### config.mk
export PLATFORM = sky130hd
export DESIGN_NAME = zip_central_directory_parser_unit_flat
export DESIGN_NICKNAME = d
export VERILOG_FILES = /design/src/zcdp_pkg.sv /design/src/zcdp_in_if.sv /design/src/zcdp_out_if.sv /design/src/zip_central_directory_parser_unit.sv /design/src/flat_wrapper.sv
export SDC_FILE = /design/constraint.sdc
export NUM_CORES = 2
export LEC_CHECK = 0
export BUFFER_PORTS_ARGS = -buffer_cell sky130_fd_sc_hd__buf_2
export CAP_MARGIN = 20
export CORE_MARGIN = 2
export CORE_UTILIZATION = 65
export DETAILED_ROUTE_END_ITERATION = 7
export GPL_ROUTABILITY_DRIVEN = 1
export GPL_TIMING_DRIVEN = 0
export PLACE_DENSITY = 0.83
export SYNTH_ARGS = -nofsm -noshare
export SYNTH_HDL_FRONTEND = slang
export SYNTH_SLANG_ARGS = --single-unit
### constraint.sdc
create_clock -name clk -period 13.6 [get_ports clk]
set_input_delay 1.36 -clock clk [delete_from_list [all_inputs] [get_ports clk]]
set_output_delay 1.36 -clock clk [all_outputs]
set_load 0.02 [all_outputs]
### src/zcdp_pkg.sv
`default_nettype none
package zcdp_pkg;

	// Fixed header layout of a central directory record
	localparam int unsigned HDR_LEN      = 46;
	localparam logic [31:0] CD_SIGNATURE = 32'h0201_4b50;

	// Record position width and the width of a sum of header and three 16-bit lengths
	localparam int unsigned POS_W = 18;
	localparam int unsigned SUM_W = POS_W + 1;

	// Result queue geometry
	localparam int unsigned QDEPTH = 4;
	localparam int unsigned QPTR_W = $clog2(QDEPTH);
	localparam int unsigned QCNT_W = QPTR_W + 1;
	// Highest queue fill at which a byte may be processed (it can push two results)
	localparam int unsigned QMAX_FILL = QDEPTH - 2;

	// Configuration register indexes
	typedef enum logic {
		REG_ENTRY_LIMIT     = 1'b0,
		REG_DIRECTORY_BYTES = 1'b1
	} reg_index_t;

	// Result kinds
	typedef enum logic [2:0] {
		KIND_HEADER  = 3'd0,
		KIND_NAME    = 3'd1,
		KIND_BAD_SIG = 3'd2,
		KIND_TRUNC   = 3'd3,
		KIND_DONE    = 3'd4
	} kind_t;

	// One result word
	typedef struct packed {
		kind_t       kind;
		logic [15:0] method;
		logic [15:0] dos_time;
		logic [15:0] dos_date;
		logic [31:0] crc_value;
		logic [31:0] packed_size;
		logic [31:0] plain_size;
		logic [15:0] name_len;
		logic [31:0] header_offset;
		logic [7:0]  name_char;
		logic        last_char;
	} result_t;

	// Header fields captured while a record streams in
	typedef struct packed {
		logic [15:0] method;
		logic [15:0] dos_time;
		logic [15:0] dos_date;
		logic [31:0] crc;
		logic [31:0] packed_size;
		logic [31:0] plain_size;
		logic [15:0] name_len;
		logic [15:0] extra_len;
		logic [15:0] comment_len;
		logic [31:0] offset;
	} fields_t;

endpackage
`default_nettype wire

### src/zcdp_in_if.sv
`default_nettype none
interface zcdp_in_if;
	logic       valid;
	logic       ready;
	logic [7:0] data_byte;

	modport source (output valid, output data_byte, input ready);
	modport sink (input valid, input data_byte, output ready);
endinterface
`default_nettype wire

### src/zcdp_out_if.sv
`default_nettype none
interface zcdp_out_if;
	logic             valid;
	logic             ready;
	zcdp_pkg::kind_t  kind;
	logic [15:0]      method;
	logic [15:0]      dos_time;
	logic [15:0]      dos_date;
	logic [31:0]      crc_value;
	logic [31:0]      packed_size;
	logic [31:0]      plain_size;
	logic [15:0]      name_len;
	logic [31:0]      header_offset;
	logic [7:0]       name_char;
	logic             last_char;

	modport source (
		output valid, output kind, output method, output dos_time, output dos_date,
		output crc_value, output packed_size, output plain_size, output name_len,
		output header_offset, output name_char, output last_char,
		input ready
	);
	modport sink (
		input valid, input kind, input method, input dos_time, input dos_date,
		input crc_value, input packed_size, input plain_size, input name_len,
		input header_offset, input name_char, input last_char,
		output ready
	);
endinterface
`default_nettype wire

### src/zip_central_directory_parser_unit.sv
`default_nettype none
// Channel     Dir  Word                         Handshake
// byte_in     in   data_byte, one directory byte valid/ready
// entry_out   out  one result (header/name/...) valid/ready
// wr_*        in   config write (index, data)   wr_en, no back-pressure
//
// One byte per cycle while the queue has room: a byte is held in the input
// register, is decoded by the position counter and field capture logic, and its
// results enter a 4-deep result queue; a byte enters the queue stage only
// while at least two slots are free. Results leave from the queue registers.
// arst_n clears all control state; a write to entry_limit restarts parsing.
// A stalled entry_out backs up into the queue and then into byte_in.ready.
module zip_central_directory_parser_unit (
	input  wire logic                  clk,
	input  wire logic                  arst_n,
	input  wire logic                  wr_en,
	input  wire zcdp_pkg::reg_index_t  wr_index,
	input  wire logic [31:0]           wr_data,
	zcdp_in_if.sink                    byte_in,
	zcdp_out_if.source                 entry_out
);
	import zcdp_pkg::*;

	// Configuration registers
	logic [15:0] entry_limit_q;
	logic [31:0] dir_bytes_q;

	// Input register
	logic       v_s1;
	logic [7:0] byte_s1;

	// Parser state
	logic [POS_W-1:0] rec_pos_q, rec_pos_n;
	logic [31:0]      dir_pos_q, dir_pos_n;
	logic [15:0]      ent_q, ent_n;
	logic [31:0]      sig_q, sig_n;
	fields_t          fld_q, fld_n;
	logic             fin_q, fin_n;
	logic             fail_q, fail_n;

	// Result queue
	result_t            q_mem [QDEPTH];
	logic [QPTR_W-1:0]  wp_q, rp_q;
	logic [QCNT_W-1:0]  cnt_q;

	logic        adv, restart, pop;
	logic        va, vb;
	result_t     res_a, res_b, push_first;
	logic [1:0]  npush;

	logic [SUM_W-1:0] pos_w, name_end, total;

	assign restart = wr_en && (wr_index == REG_ENTRY_LIMIT);
	assign adv     = v_s1 && (cnt_q <= QCNT_W'(QMAX_FILL));
	assign byte_in.ready = !v_s1 || adv;
	assign pop     = entry_out.valid && entry_out.ready;

	// Per-byte decode: field capture, counters and result generation
	always_comb begin
		rec_pos_n = rec_pos_q;
		dir_pos_n = dir_pos_q;
		ent_n     = ent_q;
		sig_n     = sig_q;
		fld_n     = fld_q;
		fin_n     = fin_q;
		fail_n    = fail_q;
		va        = 1'b0;
		vb        = 1'b0;
		res_a     = '0;
		res_b     = '0;
		pos_w     = SUM_W'(rec_pos_q);
		name_end  = SUM_W'(HDR_LEN) + SUM_W'(fld_q.name_len);
		total     = '0;

		if (adv && !fin_q && !fail_q) begin
			if (rec_pos_q == '0 && (ent_q >= entry_limit_q || dir_pos_q >= dir_bytes_q)) begin
				fin_n      = 1'b1;
				va         = 1'b1;
				res_a.kind = KIND_DONE;
			end else if (rec_pos_q == POS_W'(3) && {byte_s1, sig_q[31:8]} != CD_SIGNATURE) begin
				sig_n      = {byte_s1, sig_q[31:8]};
				fail_n     = 1'b1;
				va         = 1'b1;
				res_a.kind = KIND_BAD_SIG;
			end else begin
				// capture by byte position inside the fixed header
				if (rec_pos_q[POS_W-1:6] == '0) begin
					unique case (rec_pos_q[5:0])
						6'd0, 6'd1, 6'd2, 6'd3: sig_n = {byte_s1, sig_q[31:8]};
						6'd10: fld_n.method[7:0]       = byte_s1;
						6'd11: fld_n.method[15:8]      = byte_s1;
						6'd12: fld_n.dos_time[7:0]     = byte_s1;
						6'd13: fld_n.dos_time[15:8]    = byte_s1;
						6'd14: fld_n.dos_date[7:0]     = byte_s1;
						6'd15: fld_n.dos_date[15:8]    = byte_s1;
						6'd16: fld_n.crc[7:0]          = byte_s1;
						6'd17: fld_n.crc[15:8]         = byte_s1;
						6'd18: fld_n.crc[23:16]        = byte_s1;
						6'd19: fld_n.crc[31:24]        = byte_s1;
						6'd20: fld_n.packed_size[7:0]  = byte_s1;
						6'd21: fld_n.packed_size[15:8] = byte_s1;
						6'd22: fld_n.packed_size[23:16] = byte_s1;
						6'd23: fld_n.packed_size[31:24] = byte_s1;
						6'd24: fld_n.plain_size[7:0]   = byte_s1;
						6'd25: fld_n.plain_size[15:8]  = byte_s1;
						6'd26: fld_n.plain_size[23:16] = byte_s1;
						6'd27: fld_n.plain_size[31:24] = byte_s1;
						6'd28: fld_n.name_len[7:0]     = byte_s1;
						6'd29: fld_n.name_len[15:8]    = byte_s1;
						6'd30: fld_n.extra_len[7:0]    = byte_s1;
						6'd31: fld_n.extra_len[15:8]   = byte_s1;
						6'd32: fld_n.comment_len[7:0]  = byte_s1;
						6'd33: fld_n.comment_len[15:8] = byte_s1;
						6'd42: fld_n.offset[7:0]       = byte_s1;
						6'd43: fld_n.offset[15:8]      = byte_s1;
						6'd44: fld_n.offset[23:16]     = byte_s1;
						6'd45: fld_n.offset[31:24]     = byte_s1;
						default: ;
					endcase
				end

				// header word on the last fixed byte, then name bytes
				if (pos_w == SUM_W'(HDR_LEN - 1)) begin
					va                  = 1'b1;
					res_a.kind          = KIND_HEADER;
					res_a.method        = fld_n.method;
					res_a.dos_time      = fld_n.dos_time;
					res_a.dos_date      = fld_n.dos_date;
					res_a.crc_value     = fld_n.crc;
					res_a.packed_size   = fld_n.packed_size;
					res_a.plain_size    = fld_n.plain_size;
					res_a.name_len      = fld_n.name_len;
					res_a.header_offset = fld_n.offset;
				end else if (pos_w >= SUM_W'(HDR_LEN) && pos_w < name_end) begin
					va              = 1'b1;
					res_a.kind      = KIND_NAME;
					res_a.name_char = byte_s1;
					res_a.last_char = (pos_w == name_end - SUM_W'(1));
				end

				total = SUM_W'(HDR_LEN) + SUM_W'(fld_n.name_len) + SUM_W'(fld_n.extra_len)
					+ SUM_W'(fld_n.comment_len);

				// saturating directory byte count
				dir_pos_n = (dir_pos_q != '1) ? dir_pos_q + 32'd1 : dir_pos_q;

				if (pos_w >= SUM_W'(HDR_LEN - 1) && pos_w + SUM_W'(1) >= total) begin
					rec_pos_n = '0;
					ent_n     = ent_q + 16'd1;
					if (ent_n >= entry_limit_q || dir_pos_n >= dir_bytes_q) begin
						fin_n      = 1'b1;
						vb         = 1'b1;
						res_b.kind = KIND_DONE;
					end
				end else begin
					rec_pos_n = rec_pos_q + POS_W'(1);
					if (dir_pos_n >= dir_bytes_q) begin
						fail_n     = 1'b1;
						vb         = 1'b1;
						res_b.kind = KIND_TRUNC;
					end
				end
			end
		end

		push_first = va ? res_a : res_b;
		npush      = {1'b0, va} + {1'b0, vb};
	end

	// Configuration, input register and parser state
	always_ff @(posedge clk or negedge arst_n) begin
		if (!arst_n) begin
			entry_limit_q <= '0;
			dir_bytes_q   <= '0;
			v_s1          <= 1'b0;
			rec_pos_q     <= '0;
			dir_pos_q     <= '0;
			ent_q         <= '0;
			sig_q         <= '0;
			fld_q         <= '0;
			fin_q         <= 1'b0;
			fail_q        <= 1'b0;
		end else begin
			if (byte_in.ready) begin
				v_s1 <= byte_in.valid;
			end
			if (wr_en && wr_index == REG_DIRECTORY_BYTES) begin
				dir_bytes_q <= wr_data;
			end
			if (restart) begin
				entry_limit_q <= wr_data[15:0];
				rec_pos_q     <= '0;
				dir_pos_q     <= '0;
				ent_q         <= '0;
				sig_q         <= '0;
				fld_q         <= '0;
				fin_q         <= 1'b0;
				fail_q        <= 1'b0;
			end else begin
				rec_pos_q <= rec_pos_n;
				dir_pos_q <= dir_pos_n;
				ent_q     <= ent_n;
				sig_q     <= sig_n;
				fld_q     <= fld_n;
				fin_q     <= fin_n;
				fail_q    <= fail_n;
			end
		end
	end

	// Input byte payload
	always_ff @(posedge clk) begin
		if (byte_in.valid && byte_in.ready) begin
			byte_s1 <= byte_in.data_byte;
		end
	end

	// Result queue storage
	always_ff @(posedge clk) begin
		if (npush != 2'd0) begin
			q_mem[wp_q] <= push_first;
		end
		if (npush == 2'd2) begin
			q_mem[wp_q + QPTR_W'(1)] <= res_b;
		end
	end

	// Result queue pointers
	always_ff @(posedge clk or negedge arst_n) begin
		if (!arst_n) begin
			wp_q  <= '0;
			rp_q  <= '0;
			cnt_q <= '0;
		end else begin
			wp_q  <= wp_q + QPTR_W'(npush);
			rp_q  <= rp_q + QPTR_W'(pop);
			cnt_q <= cnt_q + QCNT_W'(npush) - QCNT_W'(pop);
		end
	end

	// Output word from the queue head
	assign entry_out.valid         = (cnt_q != '0);
	assign entry_out.kind          = q_mem[rp_q].kind;
	assign entry_out.method        = q_mem[rp_q].method;
	assign entry_out.dos_time      = q_mem[rp_q].dos_time;
	assign entry_out.dos_date      = q_mem[rp_q].dos_date;
	assign entry_out.crc_value     = q_mem[rp_q].crc_value;
	assign entry_out.packed_size   = q_mem[rp_q].packed_size;
	assign entry_out.plain_size    = q_mem[rp_q].plain_size;
	assign entry_out.name_len      = q_mem[rp_q].name_len;
	assign entry_out.header_offset = q_mem[rp_q].header_offset;
	assign entry_out.name_char     = q_mem[rp_q].name_char;
	assign entry_out.last_char     = q_mem[rp_q].last_char;

	// Queue never overfills
	a_cnt_bound: assert property (@(posedge clk) disable iff (!arst_n)
		cnt_q <= QCNT_W'(QDEPTH))
		else $error("result queue overfilled");

	// Two results from one byte only ever end the parse
	a_two_ends: assert property (@(posedge clk) disable iff (!arst_n)
		(npush == 2'd2) && !restart |=> (fin_q || fail_q))
		else $error("double result without end of parse");

	// Held byte stays put until it is decoded
	a_s1_hold: assert property (@(posedge clk) disable iff (!arst_n)
		v_s1 && !adv |=> v_s1 && $stable(byte_s1))
		else $error("input register lost a byte");

	// Nothing is emitted once parsing has ended
	a_quiet_end: assert property (@(posedge clk) disable iff (!arst_n)
		(fin_q || fail_q) |-> (npush == 2'd0))
		else $error("result after end of parse");

endmodule
`default_nettype wire

### src/flat_wrapper.sv
// flat-port wrapper written by rule: the top's interface ports become plain ports
module zip_central_directory_parser_unit_flat import zcdp_pkg::*;
  (clk, arst_n, wr_en, wr_index, wr_data, byte_in_valid, byte_in_data_byte, byte_in_ready, entry_out_valid, entry_out_kind, entry_out_method, entry_out_dos_time, entry_out_dos_date, entry_out_crc_value, entry_out_packed_size, entry_out_plain_size, entry_out_name_len, entry_out_header_offset, entry_out_name_char, entry_out_last_char, entry_out_ready);
  zcdp_in_if byte_in_i ();
  zcdp_out_if entry_out_i ();
  input  wire logic clk;
  input  wire logic arst_n;
  input  wire logic wr_en;
  input  wire zcdp_pkg::reg_index_t wr_index;
  input  wire logic [31:0] wr_data;
  input wire logic [$bits(byte_in_i.valid)-1:0] byte_in_valid;
  input wire logic [$bits(byte_in_i.data_byte)-1:0] byte_in_data_byte;
  output wire logic [$bits(byte_in_i.ready)-1:0] byte_in_ready;
  output wire logic [$bits(entry_out_i.valid)-1:0] entry_out_valid;
  output wire logic [$bits(entry_out_i.kind)-1:0] entry_out_kind;
  output wire logic [$bits(entry_out_i.method)-1:0] entry_out_method;
  output wire logic [$bits(entry_out_i.dos_time)-1:0] entry_out_dos_time;
  output wire logic [$bits(entry_out_i.dos_date)-1:0] entry_out_dos_date;
  output wire logic [$bits(entry_out_i.crc_value)-1:0] entry_out_crc_value;
  output wire logic [$bits(entry_out_i.packed_size)-1:0] entry_out_packed_size;
  output wire logic [$bits(entry_out_i.plain_size)-1:0] entry_out_plain_size;
  output wire logic [$bits(entry_out_i.name_len)-1:0] entry_out_name_len;
  output wire logic [$bits(entry_out_i.header_offset)-1:0] entry_out_header_offset;
  output wire logic [$bits(entry_out_i.name_char)-1:0] entry_out_name_char;
  output wire logic [$bits(entry_out_i.last_char)-1:0] entry_out_last_char;
  input wire logic [$bits(entry_out_i.ready)-1:0] entry_out_ready;
  assign byte_in_i.valid = byte_in_valid;
  assign byte_in_i.data_byte = byte_in_data_byte;
  assign byte_in_ready = byte_in_i.ready;
  assign entry_out_valid = entry_out_i.valid;
  assign entry_out_kind = entry_out_i.kind;
  assign entry_out_method = entry_out_i.method;
  assign entry_out_dos_time = entry_out_i.dos_time;
  assign entry_out_dos_date = entry_out_i.dos_date;
  assign entry_out_crc_value = entry_out_i.crc_value;
  assign entry_out_packed_size = entry_out_i.packed_size;
  assign entry_out_plain_size = entry_out_i.plain_size;
  assign entry_out_name_len = entry_out_i.name_len;
  assign entry_out_header_offset = entry_out_i.header_offset;
  assign entry_out_name_char = entry_out_i.name_char;
  assign entry_out_last_char = entry_out_i.last_char;
  assign entry_out_i.ready = entry_out_ready;
  zip_central_directory_parser_unit u_core (.clk(clk), .arst_n(arst_n), .wr_en(wr_en), .wr_index(wr_index), .wr_data(wr_data), .byte_in(byte_in_i), .entry_out(entry_out_i));
endmodule
; ---- Word-level counts from Yosys, hierarchy flattened
; Memory sizes are Yosys's and may differ from the RTL's.
; Index checks and enable logic that the tools add are counted.
[word_totals]
reg_bits = 388
mem_bits_rw = 816
wordCells = 226
n_memories = 1
[op_classes]
n_addsub = 15
magnitude_cmp = 9
eq_ne = 41
muxes = 101
bitwise_logic = 1
n_reduce_logical = 35
[mem_list]
columns = name, words, word_bits, read_ports, rd_ports_with_merged_regs, wr, line_no
row1 = u_core.q_mem, 4, 204, 1, 0, 2, zip_central_directory_parser_unit.sv:42  ; result_t q_mem [QDEPTH];
[op_table]
columns = cell, count
row1 = 224-bit 2-to-1 mux, 8
row2 = 204-bit 2-to-1 mux, 2
row3 = 201-bit 2-to-1 mux, 2
row4 = 32-bit 2-to-1 mux, 11
row5 = 8-bit 2-to-1 mux, 28
row6 = 192-bit 2-to-1 mux, 1
row7 = 6-bit by 5-bit == test with 1-bit output (second input constant), 16
row8 = 18-bit 2-to-1 mux, 5
row9 = 16-bit 2-to-1 mux, 5
row10 = 32-bit greater-or-equal comparator, 2
row11 = 19-bit by 16-bit adder with 19-bit output, 2
row12 = 6-bit by 4-bit == test with 1-bit output (second input constant), 6
row13 = 6-bit == test (second input constant), 6
row14 = 18-bit by 6-bit greater-or-equal comparator with 1-bit output (second input constant), 2
row15 = 6-bit by 16-bit adder with 17-bit output (first input constant), 2
row16 = 32-bit by 1-bit adder with 32-bit output (second input constant), 1
row17 = 16-bit greater-or-equal comparator, 2
row18 = 32-bit by 26-bit != test with 1-bit output (second input constant), 1
row19 = 32-bit != test (second input constant), 1
row20 = 1-bit 2-to-1 mux, 28
row21 = 3-bit 2-to-1 mux, 8
row22 = 18-bit by 1-bit adder with 19-bit output (second input constant), 1
row23 = 18-bit by 19-bit == test with 1-bit output, 1
row24 = 19-bit greater-or-equal comparator, 1
row25 = other kinds (32), 60

; ---- Logic depth before layout (Yosys ltp)
[depth]
word_depth = 19
depth_mapped = 41
ltp_nobuf = 35

; ---- Worst setup path after synthesis
; OpenSTA, ideal clock, no wires.
[synth_timing]
path_kind = flip-flop to flip-flop
start = register u_core.rec_pos_q[14]
end = memory u_core.q_mem[2][201] in the netlist's numbering, enable pin
arrival_time_ps = 7872
required_ps = 13300
path_slack_ps = 5428
stages_incl_launch_ff = 37
period_less_slack_ps = 8172
path_cell_list = dfrtp_1 > buf_2 > or4_1 > buf_2 > nor4_4 > nand3_1 > mux2_2 > fa_1 > ha_1 > fa_1 > a21o_1 > a21oi_1 > nor2b_1 > o211ai_1 > a21oi_1 > nor3_1 > nor3_1 > a221o_1 > xnor2_1 > ha_1 > nand2_1 > nor2_1 > nand2_1 > o21ai_0 > a21o_1 > o21ai_0 > or3_1 > clkbuf_1 > and2_1 > ha_1 > or3b_2 > clkbuf_1 > and2_1 > clkbuf_1 > clkbuf_1 > clkbuf_1 > inv_1
[synth_lines]
columns = item, line_no
row1 = "start, declared", zip_central_directory_parser_unit.sv:33  ; logic [POS_W-1:0] rec_pos_q, rec_pos_n;
row2 = "start signal, assigned", zip_central_directory_parser_unit.sv:200  ; rec_pos_q <= rec_pos_n;
row3 = "end, declared", zip_central_directory_parser_unit.sv:42

==> Flow_metrics.wiki <==
{| class="wikitable"
! Metric !! Value
|-
| Post-synthesis instance area || ~54,000 um^2
|-
| First DRT Iteration DRCs || 5,305
|-
| Portion of total power attributed to combinational logic || 0.305
|-
| Number of cell rows || between 100 and 150
|-
| Share of synthesized registers carrying an async set or reset || 0.3064
|-
| Aggregate routed wire length || roughly 170,000 um
|-
| Total of max-cap violations || 0
|-
| Unrepaired setup endpoints after global routing || no
|-
| Int Power || about 6.6 mW
|-
| Number of flops mapped to enable cells by yosys || 20
|-
| Number of detailed-route iterations in the first pass || 6
|-
| Commonest cells after routing, fill and taps aside || 966 x nand2_1, 815 x o21ai_0, 804 x dfxtp_1
|-
| Number of cells upsized or downsized after cts || 0
|-
| IR Drop Worst-Case VDD || 0.1481 mV
|-
| Reg clk slew, reported paths || 0.06 ns
|-
| Switching share of power || 0.3447
|-
| Worst Path Arrival || 12.19 ns
|-
| P_leak || 24.97 nW
|-
| Number of setup violations in the final report || 0
|-
| Count of pins over their slew limit || 0
|-
| Most used routing layer in global routing || met2
|-
| Share of final-layout standard cells stronger than drive strength 1 || 0.1543
|-
| Clock Root Buffer || clkbuf_16
|-
| Largest stage delay, worst path || 0.91 ns
|-
| Via/cell ratio || approximately 6.5
|-
| Yosys warning count || 0
|-
| Buffers from clock root to sink, at most || 3
|-
| DPL Wire Length || ~110,000 um
|-
| Post-synth top flop || dfxtp_1
|-
| Count of nets left with antenna violations after detail routing || 0
|-
| Cell Pwr Density || approximately 170 nW/um^2
|-
| Slew at the pin with the worst max-slew slack || between 1 and 1.5 ns
|-
| Syn avg cell area || 10.05 um^2
|-
| Hold-fix buffers at CTS || 0
|-
| Synth Instances || 5,388
|-
| Final net count || between 5,000 and 6,000
|-
| Met2 track demand over resource in global routing || 0.5933
|-
| Area growth from synthesis to final layout || 12.45%
|-
| Worst hold-check path type || flop to flop
|-
| Share of power burned in registers || 0.371
|-
| Via count of the routed design || 45,243
|-
| H-tree depth || 3
|-
| # port buffers || about 250
|-
| Peak clock frequency supported by timing || approximately 86 MHz
|-
| Vias in the first global route || 44,707
|-
| Global Route met1 Usage || 0.4795
|-
| Filler cell count || 5,535
|-
| Antenna violations before repair || 5
|-
| Largest net degree at the start of global routing || 115
|-
| Worst rel slew slack || 0.1570
|-
| Reg-to-Reg End || u_core.q_mem[0][76]$_SDFFE_PP0P_
|-
| Post-Syn Nets || 5,617
|-
| Clock net sink count || 1,188
|-
| Number of design rule violations left after detail routing || 0
|-
| IO Count || 252
|-
| Switching Power || around 3.5 mW
|-
| GP Congestion || 0.9442
|-
| Total count of hold-check failures in the final report || 0
|-
| Setup bufs post-CTS || 0
|-
| Setup Total Neg Slack || 0 ns
|-
| Origin of the worst setup path || u_core.rec_pos_q[0]$_DFFE_PN0P_
|-
| Clock tree from TritonCTS || yes
|-
| Starting density of the core || 0.6583
|-
| Worst Path Required || 14.22 ns
|-
| Die extent in x || 292.6 um
|-
| Worst R2R Path Depth || 39
|-
| Reg2reg start || u_core.rec_pos_q[0]$_DFFE_PN0P_
|-
| Minimum hold slack || 0.4478 ns
|-
| Number of clock buffers inserted by TritonCTS || 114
|-
| Drt wl/cell || 24.01 um
|-
| Core region area || 82,240 um^2
|-
| Kind of critical path || flop to flop
|-
| Result of the run || finished, final reports clean
|-
| Die boundary height || 292.6 um
|-
| Startpoint class of the critical path || flop
|-
| Met3 capacity usage during global routing || 0.09758
|-
| Library cell appearing most often on the critical path || clkbuf_1
|-
| Slowest cell on crit path || clkbuf_1
|-
| Register-to-register path setup slack || between 2 and 2.5 ns
|-
| Clk pwr share || 0.324
|-
| Most common library cell in the layout ignoring fill and taps || nand2_1
|-
| GRT Resource Usage Total || 0.3820
|-
| Worst clock skew || 0.07527 ns
|-
| Total die area || 85,610 um^2
|-
| End of the critical path || u_core.q_mem[0][76]$_SDFFE_PP0P_
|-
| Share of synthesized area occupied by flip-flops and latches || 0.4767
|-
| Insertion delay of the later-clocked pin in the worst-skew pair || 0.73 ns
|-
| Wire length of the first global-routing pass || 253,000 um
|-
| Tmin final || 11.58 ns
|-
| #FFs+latches synth || 1,188
|-
| Final period util || 0.8511
|-
| CP Max Fanout || 10
|-
| Cell variety after synth || 84
|-
| Total gr overflow || 0
|-
| Nature of the critical path endpoint || flop
|}
state kept, by name, summed over array words and instances, names as in the netlist:
name,count
u_core.dir_bytes_q,32
u_core.rp_q,2
u_core.wp_q,2
u_core.sig_q,24
u_core.entry_limit_q,16
u_core.q_mem,816
u_core.v_s1,1
u_core.fail_q,1
u_core.cnt_q,3
u_core.dir_pos_q,32
u_core.byte_s1,8
u_core.fld_q,216
u_core.rec_pos_q,18
u_core.ent_q,16
u_core.fin_q,1
power by group through the flow:
stage | Clock (mW) | Combinational, mW | Sequential (mW)
CTS | 3.25 | 3.00 | 3.74
finish | 3.27 | 3.08 | 3.75
global placement | 0 | 2.90 | 3.81
floorplan | 0 | 2.17 | 3.78
global route | 3.40 | 3.31 | 3.76
detailed placement | 0 | 2.98 | 3.82
per-layer routing:
layer | routed length (um) | vias to the layer above
met5 | 0 | -
met4 | 11380 | 0
met3 | 18400 | 636
met2 | 75600 | 2742
met1 | 61300 | 22058
li1 | - | 19807
critical path, delay by kind of cell (launching register included):
family                     cells  cell delay, ns
buffers and inverters          8            3.50
and+or+nand+nor               15            2.83
AOI/OAI and AO/OA              8            2.53
adders and majority gates      6            1.81
DFF                            1            0.44
xor gates and xnor gates       2            0.42
layout make-up:
cell class / instances / area (um^2) / area share
multi-input cells: 3697 / 26250 / 0.4312
well taps: 1070 / 1339 / 0.02199
clock buffers: 177 / 3472 / 0.05704
clock inverters: 39 / 425.4 / 0.006988
plain buffers: 416 / 1753 / 0.02880
inverters: 87 / 326.6 / 0.005365
diodes: 2 / 5.005 / 0.00008222
flip-flops and latches: 1188 / 25800 / 0.4239
repair buffers: 266 / 1496 / 0.02458
synthesized netlist by cell type, types with 20 or more instances:
cell	instances	area, um^2
nand2_1	966	3626
o21ai_0	815	4079
dfxtp_1	804	16100
dfrtp_1	364	9109
clkbuf_1	288	1081
mux2i_1	267	2673
mux4_2	204	4594
nor2_1	168	630.6
ha_1	165	2064
nand3_1	109	545.5
xnor2_1	109	954.7
inv_1	87	326.6
o21ai_1	84	420.4
a22o_1	80	700.7
buf_2	68	340.3
mux2_2	68	765.7
o211ai_1	63	473.0
nor3_1	54	270.3
a21oi_1	51	255.2
a21o_1	47	352.8
buf_1	45	168.9
xor2_1	39	341.6
a211oi_1	33	247.7
nor3_2	28	280.3
nor4_1	26	162.7
nand4_1	25	156.4
and3_1	23	143.9
and2_1	20	125.1
edfxtp_1	20	600.6
worst min path at each step:
| stage | start | endpoint | slack, ns | cells after the start |
|---|---|---|---|---|
| after floorplan | u_core.q_mem[2][100]$_SDFFE_PP0P_ | u_core.q_mem[2][100]$_SDFFE_PP0P_ | 0.42 | 2 |
| after global placement | u_core.q_mem[0][73]$_SDFFE_PP0P_ | u_core.q_mem[0][73]$_SDFFE_PP0P_ | 0.43 | 2 |
| after detailed placement | u_core.q_mem[3][149]$_SDFFE_PP0P_ | u_core.q_mem[3][149]$_SDFFE_PP0P_ | 0.44 | 2 |
| after CTS | u_core.q_mem[3][42]$_SDFFE_PP0P_ | u_core.q_mem[3][42]$_SDFFE_PP0P_ | 0.45 | 2 |
| after global routing | u_core.q_mem[3][136]$_SDFFE_PP0P_ | u_core.q_mem[3][136]$_SDFFE_PP0P_ | 0.46 | 2 |
| final | u_core.q_mem[3][42]$_SDFFE_PP0P_ | u_core.q_mem[3][42]$_SDFFE_PP0P_ | 0.45 | 2 |
per-stage QoR:
step / std cells / total power, mW / utilization / setup slack (ns) / area, um^2
final: 6942 / 10.09 / 0.7402 / 2.025 / 60870
after global routing: 6940 / 10.47 / 0.7401 / 1.598 / 60870
after CTS: 6932 / 9.998 / 0.7390 / 2.425 / 60770
after detailed placement: 6716 / 6.798 / 0.6916 / 2.482 / 56880
after global placement: 6709 / 6.708 / 0.6898 / 2.631 / 56730
after floorplan: 5388 / 5.956 / - / 5.428 / 54140
cell families after synthesis:
| family | synth area share |
|---|---|
| adders and majority gates | 0.04479 |
| xor gates and xnor gates | 0.02466 |
| buffers and inverters | 0.03841 |
| muxes | 0.1489 |
| and+or+nand+nor | 0.1334 |
| AOI/OAI and AO/OA | 0.1332 |
| DFF | 0.4767 |
Power figures use the tool's default switching activity.
